$ cat config.mk
export PLATFORM = sky130hd
export DESIGN_NAME = mrac_mul
export DESIGN_NICKNAME = d
export VERILOG_FILES = /design/src/sv/mrac_mul.sv
export SDC_FILE = /design/constraint.sdc
export NUM_CORES = 2
export LEC_CHECK = 0
export ABC_AREA = 1
export BUFFER_PORTS_ARGS = -buffer_cell sky130_fd_sc_hd__buf_2
export CORE_ASPECT_RATIO = 1.1
export CORE_MARGIN = 5
export CORE_UTILIZATION = 55
export CTS_BUF_LIST = sky130_fd_sc_hd__clkbuf_2
export DETAILED_ROUTE_END_ITERATION = 8
export GPL_ROUTABILITY_DRIVEN = 0
export PLACE_DENSITY_LB_ADDON = 0.1
export SLEW_MARGIN = 15
export SYNTH_ARGS = -nofsm -noshare
export SYNTH_HDL_FRONTEND = slang
export SYNTH_SLANG_ARGS = --single-unit
$ cat constraint.sdc
create_clock -name clk -period 7 [get_ports clk]
set_input_delay 0.7 -clock clk [delete_from_list [all_inputs] [get_ports clk]]
set_output_delay 0.7 -clock clk [all_outputs]
set_load 0.02 [all_outputs]
$ cat src/sv/mrac_mul.sv
// shared signed 33x33 multiplier, product registered
module mrac_mul (
  input  logic                clk,
  input  logic signed [32:0]  op_a,
  input  logic signed [32:0]  op_b,
  output logic signed [65:0]  prod_r
);

  always_ff @(posedge clk) begin
    prod_r <= op_a * op_b;
  end

endmodule
# After elaboration in Yosys (flattened, before gate mapping)
# Index checks and enable logic that the tools add are counted.
# totals
latch_bits	0
ram_bits	0
reg_bits	66
input_bits	67
output_inout_bits	66
memories	0
word_cells	2
mem_bits_ro	0
# classes
shift	0
n_lt_le_gt_ge	0
mul	1
div	0
addsub	0
muxes	0
n_reduce_logical	0
n_eq_ne	0
n_bitwise	0
# ops
cell	count
33-bit by 33-bit multiplier with 66-bit output	1

# Logic depth before layout (Yosys ltp)
# depth
depth_word	1
depth_mapped	34
mapped_depth_nobuf	32

# Worst setup path after synthesis
# Ideal clock, no wire load.
# synth_timing
path_kind	input port to flip-flop
startpoint	input port op_a[32]
endpoint	register prod_r[60]
path_stages	23
setup_time_ns	0.113
n_path_buf	2
t_required_ns	6.887
arrival_time_ns	7.343
slack_ns	-0.456
cell_sequence	clkbuf_1 -> clkbuf_1 -> nand2_1 -> inv_1 -> fa_1 -> fa_1 -> fa_1 -> fa_1 -> inv_1 -> fa_1 -> fa_1 -> fa_1 -> fa_1 -> inv_1 -> ha_1 -> nand2_1 -> nor2_1 -> inv_1 -> nor3_1 -> nand2_1 -> and2_0 -> nand4_1 -> nand2_1
# synth_between
elab_chain_len	1
# synth_rtl
element	line_no	source
start, declared	4	input logic signed [32:0] op_a,
33-bit by 33-bit multiplier with 66-bit output	10	prod_r <= op_a * op_b;
end signal, assigned	10	
end, declared	6	output logic signed [65:0] prod_r
# No other way between the ends.

# Worst setup path after layout
# layout_timing
startpoint	input port op_a[32]
endpoint	register prod_r[62]
# The elaborated chain is that of the path after synthesis.

==> results.tsv <==
stage	metric	value	unit
cells_and_area	largest_registers	prod_r x66	
cells_and_area	ff_latch_area	0.00132	sq mm
synthesis	syn_avg_cell_area	7.79	sq um
worst_hold_path	hold_path_class	in2reg	
clock_network	cts_tree	yes	
synthesis	synth-compound-area-share	0.0138	
clock_network	postCtsHoldBufs	0	
synthesis	ys_warn_count	0	
clock_network	cts-buffers-inserted	9	
run_status	outcome	completed	
sta	slew_viol_final	0	
floorplanning	die_h	304	um
clock_network	clk_pin_slew	0.20	ns
critical_path	startpoint_type	input port	
synthesis	synth_fa_ha_area_frac	0.594	
sta	period_minus_slack	6.82	ns
floorplanning	fp.coreArea	0.0776	sq mm
synthesis	synth-seq-cells	66	
clock_network	cts_max_path_buffers	2	
clock_network	root_buffer	clkbuf_2	
sta	post-route-period-util	0.974	
detailed_routing	num_vias	34100	
sta	worstMarginPinSlew	0.591	ns
synthesis	ys_seq_area_frac	0.0306	
critical_path	path_class	in2reg	
sta	setup_tns	0	ns
critical_path	critPathRequiredTime	7.44	ns
synthesis	syn_inst	5543	
synthesis	ys_types	35	
detailed_routing	vias_per_cell	4.89	
critical_path	cp_max_fo	13	
placement	port_buffers	132	
floorplanning	io_pins	133	
detailed_routing	drc	0	
critical_path	crit_start	op_a[32]	
cells_and_area	final_common_cell	inv_1	
global_routing	grt_pass1_wl	199000	um
sta	max_freq	0.147	GHz
global_routing	grt_pass1_vias	37600	
critical_path	crit_arrival	7.26	ns
sta	max_slew_margin	0.605	
detailed_routing	antenna_left	0	
floorplanning	rows	107	
synthesis	synth-xor-area-share	0.00832	
global_routing	antenna_found_initial	6	
global_routing	track_usage	0.298	
cells_and_area	largest_reg_flops	66	
floorplanning	die_area	0.0842	sq mm
floorplanning	die_w	277	um
cells_and_area	nets	7344	
job	maxCapViolCount	0	
sta	rsz0062_at_grt	yes	
cells_and_area	layout_common_cells	inv_1, nand2_1, fa_1	
sta	setup_viol	0	
sta	hold_violations	0	
detailed_routing	post_drt_wl_per_cell	17.4	um
synthesis	synthMuxAreaShare	0	
cells_and_area	multi_input_area	0.0339	sq mm
critical_path	crit_path_end_kind	flip-flop	
global_routing	grt_max_degree	28	
floorplanning	initial_core_util	0.556	
cells_and_area	syn2layout_area_growth	12.8	%
clock_network	cts.sink_count	66	
cells_and_area	fill_cells	7076	
critical_path	endpoint	prod_r[62]	
cells_and_area	top_register	prod_r	
synthesis	synth_top_family_by_area	adder cells	
placement	dp_hpwl	110000	um
detailed_routing	drt_iter0_drc	1844	
clock_network	htreeDepth	3	
synthesis	synth_simple_gate_area_frac	0.166	
detailed_routing	routed_wl	121000	um
synthesis	syn-num-nets	6972	
synthesis	syn_area	0.0432	sq mm
cells_and_area	drive_gt1_frac	0.124	
global_routing	gr-total-overflow	0	
detailed_routing	drtPass1Iterations	8	
## how the worst min path moves through the flow
stage,start,to,slack (ns),cells past startpoint
floorplan,op_a[0],prod_r[0],0.96,3
global placement,prod_r[3],prod_r[3],1.12,1
detailed placement,prod_r[23],prod_r[23],1.12,1
CTS,op_a[0],prod_r[0],0.83,5
global route,op_a[0],prod_r[0],0.83,5
finish,op_a[0],prod_r[0],0.88,5
## worst max-delay path, stage by stage
cell and delay (ns):
buf_2 0.10, buf_12 0.14, buf_4 0.16, nand2_1 0.10, fa_2 0.61, fa_2 0.49, buf_12 0.17, fa_2 0.62
inv_4 0.09, buf_4 0.14, fa_1 0.46, fa_1 0.52, fa_1 0.49, inv_1 0.05, fa_1 0.45, fa_1 0.49
inv_1 0.04, ha_2 0.38, nand2_1 0.12, nor2_1 0.21, nand2_1 0.17, nor4_2 0.18, nand2_1 0.16, nand3_1 0.11
nand2_1 0.08
## kinds of logic after synthesis
family,count (synthesis)
buffers and inverters,2158
AND/OR/NAND/NOR,1810
adder cells (fa/ha/maj),1362
AO/OA/AOI/OAI,106
flip-flops,66
XOR/XNOR,41
## cell type report
cell class / count / area share
inverters: 1895 / 0.146
multi-input cells: 3319 / 0.696
clock inverters: 6 / 0.000694
well taps: 1035 / 0.0266
diodes: 5 / 0.000257
clock buffers: 10 / 0.00103
repair buffers: 624 / 0.102
flip-flops and latches: 66 / 0.0271
## synth_stat cells, drive strengths merged
cell / instances / area (sq um)
inv: 1895 / 7110
nand2: 1534 / 5800
fa: 1145 / 22900
clkbuf: 262 / 983
ha: 217 / 2720
nor2: 154 / 651
nand3: 78 / 430
dfxtp: 66 / 1320
a21oi: 65 / 340
xor2: 37 / 324
o21ai: 23 / 119
nand4: 19 / 119
o21bai: 14 / 105
nor3: 8 / 45.0
or2: 6 / 37.5
nor4: 5 / 37.5
xnor2: 4 / 35.0
and2: 3 / 18.8
nand3b: 3 / 22.5
a21o: 2 / 15.0
a21boi: 1 / 7.51
buf: 1 / 3.75
o21a: 1 / 7.51
## routing by layer
metal	global-route usage	vias up	part of all wire
met1	0.368	17000	0.39
met3	0.0306	304	0.045
met4	0.113	4	0.049
li1	-	15700	-
met2	0.542	989	0.52
met5	0	-	0.00026
## through the flow
step,utilization,setup slack [ns],std cells,instance area [sq um],hold slack (ns)
after floorplan,-,-0.0107,5543,43200,0.964
after global placement,0.623,-0.631,6928,48300,1.12
after detailed placement,0.623,-0.651,6928,48300,1.12
after CTS,0.624,0.0586,6947,48500,0.829
after global routing,0.627,-0.0252,6959,48700,0.829
final,0.627,0.183,6960,48700,0.881
## timing repair
action / 4_1_cts / 5_1_grt
setup endpoints to repair: 2 / 35
resized for setup: 1 / 51
gates cloned: 0 / 0
pin swaps: 1 / 6
buffers inserted: 3 / 8
endpoints found under the hold margin: 0 / 0
Power is not shown: default switching activity piles up to over one toggle a cycle in this logic, so the estimate is an artifact.
