### config.mk
export PLATFORM = sky130hd
export DESIGN_NAME = mrac_cfg
export DESIGN_NICKNAME = d
export VERILOG_FILES = /design/src/sv/mrac_pkg.sv /design/src/sv/mrac_cfg.sv
export SDC_FILE = /design/constraint.sdc
export NUM_CORES = 1
export LEC_CHECK = 0
export ABC_AREA = 0
export BUFFER_PORTS_ARGS = -buffer_cell sky130_fd_sc_hd__buf_2
export CAP_MARGIN = 0
export CORE_ASPECT_RATIO = 1.5
export CORE_MARGIN = 3
export CORE_UTILIZATION = 55
export DETAILED_ROUTE_END_ITERATION = 8
export MAX_ROUTING_LAYER = met4
export PLACE_DENSITY_LB_ADDON = 0.12
export SYNTH_ARGS = -nofsm -noshare
export SYNTH_HDL_FRONTEND = slang
export SYNTH_SLANG_ARGS = --single-unit
### constraint.sdc
create_clock -name clk -period 2 [get_ports clk]
set_input_delay 0.2 -clock clk [delete_from_list [all_inputs] [get_ports clk]]
set_output_delay 0.2 -clock clk [all_outputs]
set_load 0.05 [all_outputs]
### src/sv/mrac_pkg.sv
package mrac_pkg;

  localparam int DataW  = 32;
  localparam int GainW  = 31;
  localparam int WideW  = 50;
  localparam int CfgIdxW = 3;

  // item kinds; the unused code behaves as a plain clear
  localparam logic [1:0] KIND_SAMPLE = 2'd0;
  localparam logic [1:0] KIND_CLEAR  = 2'd1;
  localparam logic [1:0] KIND_RELOAD = 2'd2;

  // configuration register indexes
  localparam logic [CfgIdxW-1:0] CFG_SAMPLE_PERIOD  = 3'd0;
  localparam logic [CfgIdxW-1:0] CFG_MODEL_STEP     = 3'd1;
  localparam logic [CfgIdxW-1:0] CFG_GAIN_RATE_P    = 3'd2;
  localparam logic [CfgIdxW-1:0] CFG_GAIN_RATE_I    = 3'd3;
  localparam logic [CfgIdxW-1:0] CFG_INITIAL_KP     = 3'd4;
  localparam logic [CfgIdxW-1:0] CFG_INITIAL_KI     = 3'd5;
  localparam logic [CfgIdxW-1:0] CFG_OUTPUT_LIMIT   = 3'd6;
  localparam logic [CfgIdxW-1:0] CFG_INTEGRAL_LIMIT = 3'd7;

  localparam logic [DataW-1:0] RST_SAMPLE_PERIOD  = 32'd4294967;
  localparam logic [DataW-1:0] RST_MODEL_STEP     = 32'd42949673;
  localparam logic [GainW-1:0] RST_GAIN_RATE_P    = 31'd0;
  localparam logic [GainW-1:0] RST_GAIN_RATE_I    = 31'd0;
  localparam logic [GainW-1:0] RST_INITIAL_KP     = 31'd65536;
  localparam logic [GainW-1:0] RST_INITIAL_KI     = 31'd0;
  localparam logic [GainW-1:0] RST_OUTPUT_LIMIT   = 31'd6553600;
  localparam logic [GainW-1:0] RST_INTEGRAL_LIMIT = 31'd65536000;

  localparam logic signed [WideW-1:0] SatMax  = 50'sd2147483647;
  localparam logic signed [WideW-1:0] SatMin  = -50'sd2147483648;
  localparam logic signed [WideW-1:0] GainMax = 50'sd2147483647;

  typedef struct packed {
    logic [DataW-1:0] sample_period;
    logic [DataW-1:0] model_step;
    logic [GainW-1:0] gain_rate_p;
    logic [GainW-1:0] gain_rate_i;
    logic [GainW-1:0] initial_kp;
    logic [GainW-1:0] initial_ki;
    logic [GainW-1:0] output_limit;
    logic [GainW-1:0] integral_limit;
  } cfg_t;

  function automatic logic signed [WideW-1:0] sx50(input logic signed [DataW-1:0] x);
    sx50 = {{(WideW-DataW){x[DataW-1]}}, x};
  endfunction

  function automatic logic signed [DataW-1:0] sat32(input logic signed [WideW-1:0] x);
    if (x > SatMax) begin
      sat32 = 32'sh7fffffff;
    end else if (x < SatMin) begin
      sat32 = 32'sh80000000;
    end else begin
      sat32 = x[DataW-1:0];
    end
  endfunction

  function automatic logic signed [DataW-1:0] clamp_sym(input logic signed [WideW-1:0] x,
                                                        input logic [GainW-1:0] lim);
    logic signed [WideW-1:0] hi;
    logic signed [WideW-1:0] lo;
    hi = $signed({{(WideW-GainW){1'b0}}, lim});
    lo = -hi;
    if (x > hi) begin
      clamp_sym = hi[DataW-1:0];
    end else if (x < lo) begin
      clamp_sym = lo[DataW-1:0];
    end else begin
      clamp_sym = x[DataW-1:0];
    end
  endfunction

  function automatic logic [GainW-1:0] clamp_gain(input logic signed [WideW-1:0] x);
    if (x < 0) begin
      clamp_gain = '0;
    end else if (x > GainMax) begin
      clamp_gain = GainMax[GainW-1:0];
    end else begin
      clamp_gain = x[GainW-1:0];
    end
  endfunction

endpackage

### src/sv/mrac_cfg.sv
module mrac_cfg (
  input  logic                         clk,
  input  logic                         rst_n,
  input  logic                         we,
  input  logic [mrac_pkg::CfgIdxW-1:0] idx,
  input  logic [mrac_pkg::DataW-1:0]   wdata,
  output mrac_pkg::cfg_t               cfg
);

  mrac_pkg::cfg_t cfg_r;

  always_ff @(posedge clk) begin
    if (!rst_n) begin
      cfg_r.sample_period  <= mrac_pkg::RST_SAMPLE_PERIOD;
      cfg_r.model_step     <= mrac_pkg::RST_MODEL_STEP;
      cfg_r.gain_rate_p    <= mrac_pkg::RST_GAIN_RATE_P;
      cfg_r.gain_rate_i    <= mrac_pkg::RST_GAIN_RATE_I;
      cfg_r.initial_kp     <= mrac_pkg::RST_INITIAL_KP;
      cfg_r.initial_ki     <= mrac_pkg::RST_INITIAL_KI;
      cfg_r.output_limit   <= mrac_pkg::RST_OUTPUT_LIMIT;
      cfg_r.integral_limit <= mrac_pkg::RST_INTEGRAL_LIMIT;
    end else if (we) begin
      case (idx)
        mrac_pkg::CFG_SAMPLE_PERIOD:  cfg_r.sample_period  <= wdata;
        mrac_pkg::CFG_MODEL_STEP:     cfg_r.model_step     <= wdata;
        mrac_pkg::CFG_GAIN_RATE_P:    cfg_r.gain_rate_p    <= wdata[mrac_pkg::GainW-1:0];
        mrac_pkg::CFG_GAIN_RATE_I:    cfg_r.gain_rate_i    <= wdata[mrac_pkg::GainW-1:0];
        mrac_pkg::CFG_INITIAL_KP:     cfg_r.initial_kp     <= wdata[mrac_pkg::GainW-1:0];
        mrac_pkg::CFG_INITIAL_KI:     cfg_r.initial_ki     <= wdata[mrac_pkg::GainW-1:0];
        mrac_pkg::CFG_OUTPUT_LIMIT:   cfg_r.output_limit   <= wdata[mrac_pkg::GainW-1:0];
        mrac_pkg::CFG_INTEGRAL_LIMIT: cfg_r.integral_limit <= wdata[mrac_pkg::GainW-1:0];
        default: ;
      endcase
    end
  end

  assign cfg = cfg_r;

endmodule

# After elaboration in Yosys (flattened, before gate mapping)
# Index checks and enable logic that the tools add are counted.
totals:
  regBits: 250
  latchBits: 0
  ram_bits: 0
  romBits: 0
  inputBits: 38
  output_inout_bits: 250
  elab_cells: 24
  n_memories: 0
op_classes:
  add_sub_neg: 0
  multipliers: 0
  n_div: 0
  n_lt_le_gt_ge: 0
  eq_ne: 7
  shifts: 0
  mux: 0
  n_bitwise: 0
  n_reduce_logical: 9
op_table:
  columns: ["cell", "count"]
  rows:
  - ["$reduce_and A2 Y1", 8]
  - ["$eq A3 B3 Y1 const B", 4]
  - ["$eq A3 B2 Y1 const B", 2]
  - ["$eq A3 B1 Y1 const B", 1]
  - ["$logic_not A3 Y1", 1]

# Depth between registers and ports, before layout
# Gate-level depths: netlist (run 1).
logic_depth:
  depth_word: 2
  mapped_depth: 5
  depth_no_buf: 2

# Least setup slack after synthesis (run 1)
# OpenSTA, ideal clock, no wires.
synth_timing:
  path_kind: "input -> register"
  from: "in idx[0] (netlist name)"
  to: "reg cfg_r, in the netlist cfg[244]"
  setup_time_ns: 0.126
  arrival_time_ns: 1.128
  required_time_ns: 1.874
  slack_ns: 0.747
  stages: 4
  path_buffers: 2
  path_cell_list: "or4b_1 -> buf_6 -> buf_6 -> mux2i_1"
synth_between:
  elab_chain_cells: 2
synth_lines:
  columns: ["item", "line_no", "source"]
  rows:
  - ["start, declared", "mrac_cfg.sv:5", "input logic [mrac_pkg::CfgIdxW-1:0] idx,"]
  - ["$logic_not A3 Y1", "mrac_cfg.sv:23", "case (idx)"]
  - ["$reduce_and A2 Y1 (no line)", null, null]
  - ["end, declared", "mrac_cfg.sv:10", "mrac_pkg::cfg_t cfg_r;"]
# No other way between the ends.
# A chain may end at the register's enable or synchronous reset.

# Final worst setup path (run 1)
layout_timing:
  from: "reg cfg_r, in the netlist cfg[159]"
  to: "out cfg[159] (netlist name)"
layout_lines:
  columns: ["item", "line_no", "source"]
  rows:
  - ["end, declared", "mrac_cfg.sv:7", "output mrac_pkg::cfg_t cfg"]
# No word-level cell between the ends.

==> results by group, run 1 <==
Synthesis
  – Post-synth top area cell: dfxtp_1
  – Mapped cell area: 9210 sq um
  – Synth Register Bits: 250
  – Mapped Cells: 880
  – Synth warn: 0
  – Post-synth top area share: 0.543
  – Seq/Total Area, Yosys: 0.543
  – Mean Syn Cell Area: 10.5 sq um
  – Yosys cell types: 16
  – Synth area leaders: dfxtp_1, mux2i_1, nand2_1
  – Syn Nets: 918

Floorplanning
  – Die area: 18400 sq um
  – Die H: 164 um
  – I/O pins: 288
  – Starting Density: 0.564
  – Row count: 57
  – Die Wd: 112 um
  – Area of the core: 16300 sq um

Detailed routing
  – TritonRoute pass-1 iters: 7
  – Drt drc: 0
  – Routed vias: 7143
  – Post-Route WL: 24.7 mm
  – DRT antenna net count: 0
  – Initial DRC Count: 398
  – Post-DR wirelength/cell: 17.8 um
  – Vias/cell: 5.14

Critical path
  – Family with the most delay on the worst path: flip-flops
  – Startpoint types: flop
  – CP Max Fanout: 2
  – Crit Path Class: reg -> out
  – CP Cell Sequence: buf_2
  – CP bufs+invs: 1
  – CP endpoint kind: output port
  – CP required: 1800 ps
  – Slowest CP cell: dfxtp_1
  – CP max stage delay: 370 ps
  – CP arrival: 1140 ps

Power
  – Pwr Density: 900 nW/um^2
  – Max rail drop VDD: 0.771 mV
  – Leak pwr: 6.45 nW

CTS
  – Root Buffer: clkbuf_16
  – Max H-tree Level: 1
  – Clk sink count: 250
  – CTS tree: done
  – Worst-path clk slew: 60 ps
  – Clock buffer depth: 3
  – Clk_lat worst skew: 490 ps
  – CTS Buf Count: 23
  – Post-CTS Resized: 0

STA
  – Minimum clock period: 1340 ps
  – Max Slew Vio Count: 0
  – Tightest Pin Transition: 452 ps
  – Setup ws final: 655 ps
  – FMAX: 744 MHz
  – TNS Setup: 0 ps
  – Share of the cycle needed by the critical path after routing: 0.672
  – Fin. Hold Viols: 0
  – RSZ-0062 raised after global routing: no
  – Smallest hold slack: 14.3 ps
  – Normalized max-slew margin: 0.698
  – Worst Clk Skew: 0 ps
  – Final setup vio count: 0

Layout
  – # diodes: 0
  – Layout Area Growth over Synthesis: 28.5%
  – Final net count: 1207
  – Finished Core Util: 0.725
  – Max reg flops: 250
  – Share of cells above drive strength 1: 0.298

Place
  – Detailed placement HPWL: 17.2 mm
  – Routability Congestion: 0.818
  – Pre-CTS setup slack: 480 ps
  – Port Buffer Count: 287

Flow run
  – Max Cap Viol: 0

Global route
  – Pin count of the biggest net entering global routing: 62
  – Total Routing Usage GR: 0.262
  – Antenna violations before repair: 0
  – First-pass GRT wire length: 37.7 mm
  – Total grt overflow: 0
  – Vias in the first global route: 6942

Run status
  – Outcome: completed

Hold path
  – Hold Crit Class: in -> reg
==> timing repair <==
| item | CTS | global route |
|---|---|---|
| setup buffers | 0 | 0 |
| hold endpoints to repair | 20 | 0 |
| hold buffers | 14 | 0 |
==> cell type report <==
type                       instances  area, sq um
clock buffer                      33          653
clock inverter                     6          109
fill                            1251         4500
multi-input combinational        564         3930
sequential                       250         5000
tap                              206          258
timing repair buffer             330         1880
==> cell families after synthesis <==
kind of cell           after synthesis  synth area share
and+or+nand+nor                    314             0.150
buffers and inverters               66            0.0353
DFF                                250             0.543
muxes                              250             0.272
==> per-layer routing <==
metal	wire (um)	GRT usage
met5	0	-
met4	911	0.0919
met3	1530	0.0484
met2	12300	0.449
met1	9940	0.311
==> report_power, final <==
part | total [mW] | internal [mW] | leakage (nW) | switching, mW
combinational | 1.07 | 0.298 | 4.05 | 0.769
sequential | 5.14 | 5.09 | 2.02 | 0.0553
clock | 4.44 | 2.65 | 0.374 | 1.79
==> cell usage after synthesis <==
cell       instances
and4b_1            1
buf_1              3
buf_2             26
buf_4              6
buf_6              3
clkbuf_1          28
dfxtp_1          250
mux2i_1          250
nand2_1          249
nand4_1            1
nand4b_1           3
nand4bb_1          3
nor2b_1           54
nor4b_1            1
nor4bb_1           1
or4b_1             1
==> cells in the final DEF (no fill, tap or decap) <==
cell and n:
bufinv_16 3, buf_2 286, or4b_1 1, nand4b_1 3
nor2b_1 54, nand2_1 249, clkbuf_8 5, nand4bb_4 2
nand4bb_1 1, and4b_1 1, buf_4 23, dfxtp_1 250
clkbuf_16 23, clkbuf_1 6, buf_12 6, mux2i_1 250
nand4_1 1, dlygate4sd3_1 14, clkinv_2 2, inv_6 1
nor4bb_4 1, nor4b_2 1
==> per-stage QoR <==
| step | power, mW | instances | instance area [sq um] |
|---|---|---|---|
| 2_1_floorplan | 5.99 | 880 | 9210 |
| 3_3_place_gp | 6.29 | 1336 | 10900 |
| 3_5_place_dp | 6.30 | 1336 | 10900 |
| 4_1_cts | 10.8 | 1389 | 11800 |
| 5_1_grt | 11.0 | 1389 | 11800 |
| 6_report | 10.7 | 1389 | 11800 |
==> path summary, 6_finish.rpt <==
path / from / endpoint / slack, ps / cells past startpoint
worst max-delay path: cfg[159] / cfg[159] / 660 / 1
worst max register to register: cfg[159] / cfg[159] / 1350 / 2
worst min register to register: cfg[36] / cfg[36] / 460 / 2
worst min-delay path: wdata[4] / cfg[222] / 10 / 3
Power figures use the tool's default switching activity.
==> inputs of run 2 (changes only) <==
--- a/config.mk
+++ b/config.mk
@@ -10,7 +10,7 @@
 export CAP_MARGIN = 0
 export CORE_ASPECT_RATIO = 1.5
 export CORE_MARGIN = 3
-export CORE_UTILIZATION = 55
+export CORE_UTILIZATION = 46
 export DETAILED_ROUTE_END_ITERATION = 8
 export MAX_ROUTING_LAYER = met4
 export PLACE_DENSITY_LB_ADDON = 0.12
==> constraint.sdc (replaced) <==
create_clock -name clk -period 1.1 [get_ports clk]
set_input_delay 0.11 -clock clk [delete_from_list [all_inputs] [get_ports clk]]
set_output_delay 0.11 -clock clk [all_outputs]
set_load 0.05 [all_outputs]
==> run 2 against run 1 <==
Compared with the run above: first-iteration DRC count fell by 5.5%; utilization rose by 6.8 points; cell area rose by 30%; critical path depth did not move; wire length rose by 23%; clock power rose by 76%; hold slack improved by 31 ps; cell count rose by 9.6%; clock skew did not move; the run now ends with setup timing left; clock-buffer cell count rose by 1.
==> results by group, run 2 (same netlist as run 1, synthesis figures left out) <==
Critical path
  – Slowest CP cell: dfxtp_2
  – Startpoint types: flop
  – CP Max Fanout: 2 (unchanged)
  – CP max stage delay: 370 ps (about the same)
  – CP required: 990 ps (-810 ps)
  – CP Cell Sequence: buf_8
  – CP bufs+invs: 1 (unchanged)
  – R2R Setup Slk: 250 ps (-1100 ps)
  – CP arrival: 1030 ps (-110 ps)
  – CP endpoint kind: output port
  – Family with the most delay on the worst path: flip-flops
  – Crit Path Class: reg -> out

Power
  – Leak pwr: 7.50 nW (+16%)
  – Max rail drop VDD: 1.05 mV (+36%)
  – Clock Power Share: 0.395 (-0.022)
  – Switching Fraction: 0.255 (+0.00949)
  – Pwr Density: 1290 nW/um^2 (+43%)
  – P_int: 14.8 mW (+84%)
  – Logic pwr share: 0.128 (+0.028)
  – Reported net switching power: 5.05 mW (+93%)
  – Sequential share of power: 0.478 (-0.005)

Detailed routing
  – Vias/cell: 5.09 (-1.0%)
  – DRT antenna net count: 0 (unchanged)
  – TritonRoute pass-1 iters: 4 (-3)
  – Post-DR wirelength/cell: 20.0 um (+12%)
  – Drt drc: 0 (unchanged)
  – Routed vias: 7747 (+8.5%)
  – Post-Route WL: 30.4 mm (+23%)
  – Initial DRC Count: 376 (-5.5%)

Global route
  – Vias in the first global route: 8137 (+17%)
  – Pin count of the biggest net entering global routing: 51 (-18%)
  – First-pass GRT wire length: 44.4 mm (+18%)
  – Antenna violations before repair: 0 (unchanged)
  – Total Routing Usage GR: 0.266 (+0.00398)
  – Total grt overflow: 0 (unchanged)

Floorplanning
  – Row count: 62 (+8.8%)
  – Die area: 21800 sq um (+19%)
  – Die Wd: 122 um (+8.8%)
  – Die H: 179 um (+9.0%)
  – I/O pins: 288 (unchanged)
  – Starting Density: 0.475 (-0.0890)
  – Area of the core: 19400 sq um (+19%)

Layout
  – Filler Cells Inserted: 1120 (-10%)
  – Final net count: 1288 (+6.7%)
  – Commonest cells after routing, fill and taps aside: mux2i_1, nand2_1, dfxtp_2
  – # diodes: 0 (unchanged)
  – Share of cells above drive strength 1: 0.536 (+0.237)
  – Layout Area Growth over Synthesis: 66.9%
  – Max reg flops: 250 (unchanged)
  – Commonest non-fill, non-tap cell in the layout: mux2i_1

Run status
  – Failing checks: setup timing
  – Outcome: finished with violations

STA
  – Fin. Hold Viols: 0 (unchanged)
  – Worst Clk Skew: 0 ps (unchanged)
  – Tightest Pin Transition: 447 ps (-4.30 ps)
  – FMAX: 876 MHz
  – Setup ws final: -41.2 ps (-696 ps)
  – Minimum clock period: 1140 ps
  – Max Slew Vio Count: 0 (unchanged)
  – Final setup vio count: 153 (+153)
  – Normalized max-slew margin: 0.701 (+0.00282)
  – RSZ-0062 raised after global routing: yes
  – Smallest hold slack: 45.4 ps (+31.2 ps)
  – Share of the cycle needed by the critical path after routing: 1.04

Flow run
  – Max Cap Viol: 0 (unchanged)

Place
  – Routability Congestion: 0.790 (-3.4%)
  – Pre-CTS setup slack: -166 ps (-647 ps)
  – Detailed placement HPWL: 17.8 mm (+3.5%)
  – Port Buffer Count: 287 (unchanged)

CTS
  – CTS tree: done
  – Clk_lat worst skew: 490 ps (about the same)
  – Clk sink count: 250 (unchanged)
  – Clock buffer depth: 3 (unchanged)
  – CTS Buf Count: 23 (unchanged)
  – Root Buffer: clkbuf_16
  – Max H-tree Level: 1 (unchanged)
  – Worst-path clk slew: 70 ps (about the same)

Hold path
  – Hold Crit Class: in -> reg
## run 2: power by group through the flow
stage	Clock [mW]	Sequential (mW)	Combinational, mW
after floorplan	0	10.2	0.661
after global placement	0	9.56	1.97
after detailed placement	0	9.56	1.98
after CTS	7.92	9.47	2.43
after global routing	8.26	9.48	2.64
final	7.82	9.47	2.53
## run 2: area by class of cell
class / instances / area, sq um / area share
sequential: 250 / 5330 / 0.347
tap: 256 / 320 / 0.0208
timing repair buffer: 411 / 5040 / 0.328
clock buffer: 34 / 667 / 0.0434
clock inverter: 7 / 62.6 / 0.00407
multi-input combinational: 564 / 3950 / 0.257
## run 2: what timing repair did
item	CTS	global route
hold endpoints to repair	41	0
setup endpoints to repair	250	250
setup buffers	18	40
hold buffers	23	0
cloned	0	0
gates resized for setup	944	43
## run 2: final timing paths
| path | cells after the start | start | to |
|---|---|---|---|
| min reg2reg | 2 | cfg[188] | cfg[188] |
| min | 4 | wdata[13] | cfg[199] |
| max | 1 | cfg[112] | cfg[112] |
| max reg2reg | 4 | cfg[208] | cfg[208] |
## run 2: per-layer routing
layer	part of all wire	global-route usage	wire length, um
met4	0.038	0.108	1160
met1	0.36	0.289	11100
met5	0	-	0
met2	0.54	0.471	16300
met3	0.060	0.0565	1830
## run 2: per-stage QoR
step | setup TNS, ps | utilization | cell area (sq um) | cells | total power [mW]
after floorplan | -434 | - | 9250 | 880 | 10.9
after global placement | -19170 | 0.578 | 11200 | 1400 | 11.5
after detailed placement | -24570 | 0.578 | 11200 | 1400 | 11.5
after CTS | -4890 | 0.769 | 14900 | 1482 | 19.8
after global routing | -8140 | 0.792 | 15400 | 1522 | 20.4
final | -1240 | 0.792 | 15400 | 1522 | 19.8
==> inputs of run 3 (changes only) <==
--- a/config.mk
+++ b/config.mk
@@ -17,3 +17,4 @@
 export SYNTH_ARGS = -nofsm -noshare
 export SYNTH_HDL_FRONTEND = slang
 export SYNTH_SLANG_ARGS = --single-unit
+export TNS_END_PERCENT = 5
==> run 3 against run 2 <==
Compared with the run above: the run still ends with setup timing left; sequential share of layout area increased by 0.27 points; hold slack got worse by 9.1 ps; critical path type unchanged; largest cell class unchanged; clock skew unchanged; first-iteration DRC count increased by 13%; cell area decreased by 0.99%; non-clock buffer count decreased by 42; power increased by 5.6%; clock power increased by 14%; via count decreased by 1.6%.
==> results by group, run 3 (same netlist as run 1, synthesis figures left out) <==
Run status
  – Outcome: finished with violations
  – Failing checks: setup timing

Floorplanning
  – Die area: 21800 sq um (unchanged)
  – Area of the core: 19400 sq um (unchanged)
  – Row count: 62 (unchanged)
  – I/O pins: 288 (unchanged)
  – Die Wd: 122 um (unchanged)
  – Starting Density: 0.475 (unchanged)
  – Die H: 179 um (unchanged)

Critical path
  – CP arrival: 1020 ps (about the same)
  – Worst path depth: 1 (unchanged)
  – CP bufs+invs: 1 (unchanged)
  – CP required: 990 ps (about the same)
  – Crit path from: cfg[129]
  – CP Cell Sequence: buf_8
  – Crit Path Class: reg -> out
  – R2R Setup Slk: 360 ps (+110 ps)
  – RR Endpoint: cfg[190]
  – Worst R2R Path Depth: 2 (-2)
  – CP Max Fanout: 2 (unchanged)
  – CP endpoint kind: output port
  – CP max stage delay: 360 ps (about the same)
  – Worst flop-to-flop path startpoint: cfg[190]
  – Slowest CP cell: dfxtp_2
  – Setup crit end: cfg[129]
  – Family with the most delay on the worst path: flip-flops
  – Startpoint types: flop

Place
  – Routability Congestion: 0.784 (-0.78%)
  – Detailed placement HPWL: 18.3 mm (+2.8%)
  – Port Buffer Count: 287 (unchanged)
  – Pre-CTS setup slack: -197 ps (-30.4 ps)
  – Post-Place Cells: 1411 (+0.79%)
  – Post-DP Area: 11300 sq um (+0.99%)

Detailed routing
  – DRT antenna net count: 0 (unchanged)
  – Vias/cell: 5.14 (+0.95%)
  – Drt drc: 0 (unchanged)
  – Post-Route WL: 29.5 mm (-3.0%)
  – Routed vias: 7620 (-1.6%)
  – Post-DR wirelength/cell: 19.9 um (-0.49%)
  – Initial DRC Count: 425 (+13%)
  – TritonRoute pass-1 iters: 5 (+1)

STA
  – Max Slew Vio Count: 0 (unchanged)
  – Smallest hold slack: 36.4 ps (-9.07 ps)
  – Worst Clk Skew: 0 ps (unchanged)
  – FMAX: 883 MHz (+0.82%)
  – RSZ-0062 raised after global routing: yes
  – Tightest Pin Transition: 396 ps (-50.9 ps)
  – Final setup vio count: 222 (+45%)
  – Minimum clock period: 1130 ps (-9.28 ps)
  – Fin. Hold Viols: 0 (unchanged)
  – Normalized max-slew margin: 0.735 (+0.0340)
  – Setup ws final: -31.9 ps (+9.28 ps)
  – Share of the cycle needed by the critical path after routing: 1.03 (-0.00844)

Global route
  – Total Routing Usage GR: 0.264 (-0.00248)
  – Total grt overflow: 0 (unchanged)
  – Antenna violations before repair: 0 (unchanged)
  – Vias in the first global route: 7958 (-2.2%)
  – First-pass GRT wire length: 44.1 mm (-0.62%)
  – Pin count of the biggest net entering global routing: 56 (+9.8%)

Power
  – Pwr Density: 1380 nW/um^2 (+6.7%)
  – Leak pwr: 7.35 nW (-2.0%)
  – Max rail drop VDD: 1.20 mV (+14%)

Layout
  – Commonest non-fill, non-tap cell in the layout: mux2i_1
  – # diodes: 0 (unchanged)
  – Share of cells above drive strength 1: 0.520 (-0.0156)
  – Filler Cells Inserted: 1100 (-1.8%)
  – Final net count: 1247 (-3.2%)
  – Commonest cells after routing, fill and taps aside: mux2i_1, nand2_1, dfxtp_2
  – Layout Area Growth over Synthesis: 65.2%
  – Max reg flops: 250 (unchanged)
  – Design Area, Final: 15200 sq um (-0.99%)
  – Non-Filler Instances: 1483 (-2.6%)

Flow run
  – Max Cap Viol: 0 (unchanged)

Hold path
  – Hold Crit Class: in -> reg
  – WHS Path Cells: 4 (unchanged)

CTS
  – Max H-tree Level: 1 (unchanged)
  – Clk sink count: 250 (unchanged)
  – CTS tree: done
  – CTS Buf Count: 24 (+4.3%)
  – Worst-path clk slew: 60 ps (about the same)
  – Root Buffer: clkbuf_16
  – Clk_lat worst skew: 500 ps (about the same)
  – Clock buffer depth: 3 (unchanged)
run 3: changes by cell type in the layout (fill, tap and decap cells not counted), moves of 3 or more:
cell and change:
buf_12 +3, buf_4 -45, dfxtp_4 -5, bufinv_16 +3
dfxtp_2 +5, clkinv_2 -4
run 3: metrics by stage:
stage,setup TNS (ps),power [mW],utilization
CTS,-5940,21.0,0.776
global placement,-18240,11.6,0.584
detailed placement,-21190,11.6,0.584
floorplan,-1270,10.9,-
global route,-9520,21.5,0.785
finish,-1980,20.9,0.785
run 3: where the power goes:
part | internal, mW | leakage (nW) | switching (mW)
logic | 1.03 | 4.81 | 1.47
registers | 9.29 | 2.12 | 0.188
clock network | 5.52 | 0.424 | 3.44
total | 15.8 | 7.35 | 5.09
run 3: worst min path at each step:
stage | start | to | slack, ps
final | wdata[6] | cfg[6] | 40
after global routing | wdata[13] | cfg[13] | 40
after CTS | wdata[13] | cfg[199] | 20
after detailed placement | wdata[3] | cfg[189] | 400
after global placement | wdata[15] | cfg[233] | 390
after floorplan | wdata[24] | cfg[24] | 270
run 3: per-layer routing:
metal	vias up	GRT usage	wire (um)
li1	3562	-	-
met1	3698	0.291	11000
met2	285	0.459	15600
met3	75	0.0559	1690
met4	0	0.112	1250
met5	-	-	0
run 3: layout make-up:
cell class | count | area, sq um | share of cell area
sequential | 250 | 5320 | 0.350
timing repair buffer | 369 | 4770 | 0.313
multi-input combinational | 564 | 3940 | 0.259
clock buffer | 38 | 734 | 0.0483
tap | 256 | 320 | 0.0211
clock inverter | 6 | 134 | 0.00880
run 3: repair_timing:
| action | CTS | global route |
|---|---|---|
| buffers inserted | 1 | 4 |
| hold buffers | 23 | 0 |
| hold endpoints to repair | 49 | 0 |
| pin swaps | 0 | 0 |
| endpoints found under the setup margin | 250 | 250 |
| gates resized for setup | 947 | 37 |
